**config.mk**
```make
export PLATFORM = sky130hd
export DESIGN_NAME = phmt_front
export DESIGN_NICKNAME = d
export VERILOG_FILES = /design/src/design/phmt_pkg.sv /design/src/design/phmt_front.sv
export VERILOG_INCLUDE_DIRS = /design/src /design/src/design
export SDC_FILE = /design/constraint.sdc
export NUM_CORES = 1
export LEC_CHECK = 0
export ABC_CLOCK_PERIOD_IN_PS = 3600
export BUFFER_PORTS_ARGS = -buffer_cell sky130_fd_sc_hd__buf_2
export CAP_MARGIN = 5
export CELL_PAD_IN_SITES_DETAIL_PLACEMENT = 2
export CELL_PAD_IN_SITES_GLOBAL_PLACEMENT = 2
export CORE_UTILIZATION = 34
export CTS_BUF_LIST = sky130_fd_sc_hd__clkbuf_16
export DETAILED_ROUTE_END_ITERATION = 7
export PLACE_DENSITY = 0.73
export SLEW_MARGIN = 20
export SYNTH_ARGS = -nofsm -noshare
export SYNTH_HDL_FRONTEND = slang
export SYNTH_SLANG_ARGS = --single-unit
```
**constraint.sdc**
```tcl
create_clock -name i_clk -period 3.6 [get_ports i_clk]
set_input_delay 0.36 -clock i_clk [delete_from_list [all_inputs] [get_ports i_clk]]
set_output_delay 0.36 -clock i_clk [all_outputs]
set_load 0.02 [all_outputs]
```
**src/design/pixel_hit_merge_table_core_macros.svh**
```systemverilog
// ----------------------------------------------------------------------------
// pixel hit merge table assertion macros
// shared concurrent assertion wrappers, removed when NO_ASSERTIONS is set
// ----------------------------------------------------------------------------
`ifndef PIXEL_HIT_MERGE_TABLE_CORE_MACROS_SVH
`define PIXEL_HIT_MERGE_TABLE_CORE_MACROS_SVH
`ifndef NO_ASSERTIONS
// property checked outside reset
`define PHMT_ASSERT(lbl, clk, rstn, prop) \
    lbl: assert property (@(posedge clk) disable iff (!rstn) prop) \
        else $error("phmt assertion failed");
// property checked at every edge, reset included
`define PHMT_ASSERT_ALWAYS(lbl, clk, prop) \
    lbl: assert property (@(posedge clk) prop) \
        else $error("phmt assertion failed");
`else
`define PHMT_ASSERT(lbl, clk, rstn, prop)
`define PHMT_ASSERT_ALWAYS(lbl, clk, prop)
`endif
`endif

```
**src/design/phmt_pkg.sv**
```systemverilog
`timescale 1ns / 1ps
// ----------------------------------------------------------------------------
// pixel hit merge table package
// shared widths, item types and sequencer states
// ----------------------------------------------------------------------------
package phmt_pkg;

    localparam int TABLE_DEPTH_DEF = 256;
    localparam int POS_W    = 30;
    localparam int ENERGY_W = 24;
    localparam int EVENT_W  = 32;
    localparam int CODE_W   = 32;
    localparam int SLOT_W   = 8;
    localparam int IN_DATA_W  = 120;
    localparam int OUT_DATA_W = 8;
    localparam int OUT_USER_W = 3;
    localparam logic [ENERGY_W-1:0] ENERGY_MAX = '1;

    // one hit as held in the queue
    typedef struct packed {
        logic [POS_W-1:0]    pos;
        logic [ENERGY_W-1:0] energy;
        logic [EVENT_W-1:0]  event_no;
        logic [CODE_W-1:0]   code;
        logic                sec;
    } t_item;

    // queue head seen by the engine
    typedef struct packed {
        logic  valid;
        t_item item;
    } t_head;

    // one result item
    typedef struct packed {
        logic [SLOT_W-1:0] slot;
        logic              merged;
        logic              full;
        logic              sat;
    } t_result;

    // engine sequencer
    typedef enum logic [3:0] {
        S_IDLE = 4'b0001,
        S_RD   = 4'b0010,
        S_CMP  = 4'b0100,
        S_APP  = 4'b1000
    } t_state;

endpackage

```
**src/design/phmt_front.sv**
```systemverilog
`timescale 1ns / 1ps
// ----------------------------------------------------------------------------
// pixel hit merge table front end
// accepts hit items, unpacks the stream word and queues them for the engine
// ----------------------------------------------------------------------------
`include "pixel_hit_merge_table_core_macros.svh"
module phmt_front (
    input  logic                           i_clk,
    input  logic                           i_rst_n,
    input  logic                           s_tvalid,
    output logic                           s_tready,
    input  logic [phmt_pkg::IN_DATA_W-1:0] s_tdata,
    input  logic                           s_tuser,
    output phmt_pkg::t_head                o_head,
    input  logic                           i_pop
);
    import phmt_pkg::*;

    t_item      r_q [2];
    logic       r_wp, r_rp;
    logic [1:0] r_cnt;
    t_item      w_in;
    logic       w_push;

    // unpack: column, row, layer, energy, event, code
    always_comb begin
        w_in.pos      = {s_tdata[11:0], s_tdata[23:12], s_tdata[29:24]};
        w_in.energy   = s_tdata[53:30];
        w_in.event_no = s_tdata[85:54];
        w_in.code     = s_tdata[117:86];
        w_in.sec      = s_tuser;
    end

    assign s_tready = (r_cnt != 2'd2);
    assign w_push   = s_tvalid && s_tready;

    // queue storage
    always_ff @(posedge i_clk) begin
        if (w_push) begin
            r_q[r_wp] <= w_in;
        end
    end

    // queue pointers
    always_ff @(posedge i_clk) begin
        if (!i_rst_n) begin
            r_wp  <= 1'b0;
            r_rp  <= 1'b0;
            r_cnt <= 2'd0;
        end else begin
            if (w_push) r_wp <= ~r_wp;
            if (i_pop)  r_rp <= ~r_rp;
            r_cnt <= r_cnt + {1'b0, w_push} - {1'b0, i_pop};
        end
    end

    assign o_head.valid = (r_cnt != 2'd0);
    assign o_head.item  = r_q[r_rp];

    `PHMT_ASSERT(a_cnt_max, i_clk, i_rst_n, r_cnt != 2'd3)
    `PHMT_ASSERT(a_pop_nonempty, i_clk, i_rst_n, i_pop |-> r_cnt != 2'd0)
    `PHMT_ASSERT(a_ptr_gap, i_clk, i_rst_n,
        (r_cnt == 2'd0 || r_cnt == 2'd2) |-> r_wp == r_rp)
endmodule

```
==> flow_summary.toml <==
[sta]
setup_tns_ps = 0
fin_crit_sh_pct = 71.6
worstMarginPinSlew_ps = 632
setup_ws_ps = 1020
period_needed_ps = 2580
finalSetupViolCount = 0
relSlewSlack_pct = 57.8
fmax_mhz = 388
rsz0062_at_grt = "no"
finalHoldViolCount = 0
skew_ps = 10.0
drv_slew = 0

[setup_path]
r2r_cells = 3
cp_cell_sequence = "buf_4 > mux2_2 > buf_2"
crit_buf_inv = 2
slowest_delay_ps = 730
required_ps = 3240
start_kind = "register"
path_class = "register to output port"
crit_family = "flip-flops"
cp_data_arrival_time_ps = 2220
crit_slowest_cell = "dfxtp_4"
end_kind = "output port"
r2r_slack_ps = 1580
worst_r2r_startpoint = "r_cnt[0]"
crit_path_max_fanout = 41
rr_endpoint = "r_q[1][67]"

[clock_network]
hold_buffers = 0
cts_tree = "done"
cts_buffer_depth = 3
cts_setup_buffers = 0
clock_latency_ps = 510
cts_resized = 0
cts_root_buffer = "clkbuf_16"
cts_buffers = 27
clk_pin_slew_ps = 60
htree_levels = 1
clock-sinks = 243

[floorplan]
die_x_um = 164
die_area_mm2 = 0.0268
die_h_um = 164
rows = 58
io_pins = 246
initial_core_util_pct = 35.0
core-area_mm2 = 0.0254

[synthesis]
postSynthCellCount = 398
yosysMostFrequentCell = "edfxtp_1"
avgSynthCellArea_um2 = 22.4
synth.top_cell.area_share_pct = 80.3
synth_edf_count = 238
synth-seq-area-share_pct = 81.4
synth_flop_cell = "edfxtp_1"
synth_warnings = 0
yosysTopAreaCell = "edfxtp_1"
syn_nets = 524
syn_area_mm2 = 0.00890
synthTopCellsByCount = "edfxtp_1, mux2_2, buf_6"
async_flop_share_pct = 0
ys_ff_latch = 243
synthTopCellsByArea = "edfxtp_1, mux2_2, buf_6"
synth_cell_type_count = 22

[grt]
overflow = 0
grt.total_usage_pct = 14.3
grt_pass1_vias = 5175
grt_max_degree = 58
antenna_found_initial = 3
grt_pass1_wl_um = 29100

[placed_design]
place_congestion = 0.717
post-place-ws_ps = 1490
dp_hpwl_um = 13600
port_buffers = 243

[min_path]
hp-start = "s_tdata[90]"
min_path_cells = 1
hold_class = "input pin to register"
worstHoldEndpoint = "r_q[1][5]"

[finish]
fillers = 2431
multi_input_area_mm2 = 0.00150
area_growth_pct = 26.4
drive_gt1_share_pct = 59.4
regArea_mm2 = 0.00725
antennaDiodeCount = 0
finalNetCount = 790

[routing]
via_per_inst = 4.55
drtIter0Drc = 222
num_vias = 4617
final_antenna_net_count = 0
drc = 0
first_pass_iters = 4
routed_wl_um = 19700
wl_per_cell_um = 19.5

[run_status]
outcome = "finished clean"

[flow_run]
max-cap-violations = 0

[power]
peakVddDrop_mv = 0.431
powerDensity_mw_per_mm2 = 605
leakagePower_nw = 4.21
## placed cells by master, fill, tap and decap left out, types with 2 or more instances in the layout
master       n
clkbuf_16   27
dfxtp_1      4
clkinv_1     6
buf_2      243
and2_1       3
buf_12       3
edfxtp_1   238
nand2_1      2
nand3b_1     2
mux2_2     119
buf_4        4
inv_1       13
clkinv_2     4
## worst register-to-register path: stages, from the launching register on
cell and delay (ps):
dfxtp_1 370, nand2b_1 220, and3_4 620, buf_4 460
## power by group
| part | switching (W) | total (W) | internal, W |
|---|---|---|---|
| registers | 0.0000789 | 0.00347 | 0.00339 |
| clock network | 0.00102 | 0.00236 | 0.00134 |
| logic | 0.000596 | 0.000973 | 0.000376 |
## sequential cells by signal, summed over array words and instances (netlist names), named ones only
signal  cells
r_cnt       2
r_q       238
r_rp        1
r_wp        1
## logic make-up (layout without fill, tap and decap cells)
logic type                 count (synthesis)  after routing  synth area share [%]
muxes                                    120            120                  15.2
DFF                                      243            243                  81.4
adders and majority gates                  1              1                 0.141
buffers and inverters                     15            301                  1.73
and+or+nand+nor                           12             12                 0.830
AOI/OAI and AO/OA                          5              5                 0.506
xor gates and xnor gates                   2              2                 0.197
## per-layer routing
| layer | up-vias | global-route usage [%] | wire length (um) |
|---|---|---|---|
| met1 | 2301 | 15.6 | 7270 |
| met3 | 30 | 3.71 | 1290 |
| met4 | 4 | 3.41 | 423 |
| met5 | - | 0 | 34 |
| met2 | 162 | 27.3 | 10700 |
| li1 | 2120 | - | - |
## area by class of cell
class,count,share of cell area (%)
sequential,243,64.5
multi-input combinational,140,13.4
timing repair buffer,250,11.6
clock buffer,27,6.01
tap,330,3.67
clock inverter,22,0.779
inverter,2,0.0890
## worst max path at each step
stage               slack, ps  depth (start not counted)          to     start
finish                   1020                          3  o_head[62]  register
global route              860                          3  o_head[88]  register
floorplan                  20                          3   r_q[0][0]  r_cnt[0]
global placement         1540                          3  o_head[62]  register
CTS                       920                          3  o_head[88]  register
detailed placement       1490                          3  o_head[62]  register
## stage by stage
stage	hold WS [ps]	instance area, um2	util (%)	std cells	total power [W]
final	36.0	11200	44.3	1014	0.00680
after global routing	6.76	11200	44.3	1014	0.00708
after CTS	7.40	11200	44.3	1014	0.00693
after detailed placement	554	10500	41.3	965	0.00453
after global placement	547	10500	41.3	965	0.00447
after floorplan	459	8900	-	398	0.00415
Power figures use the tool's default switching activity.
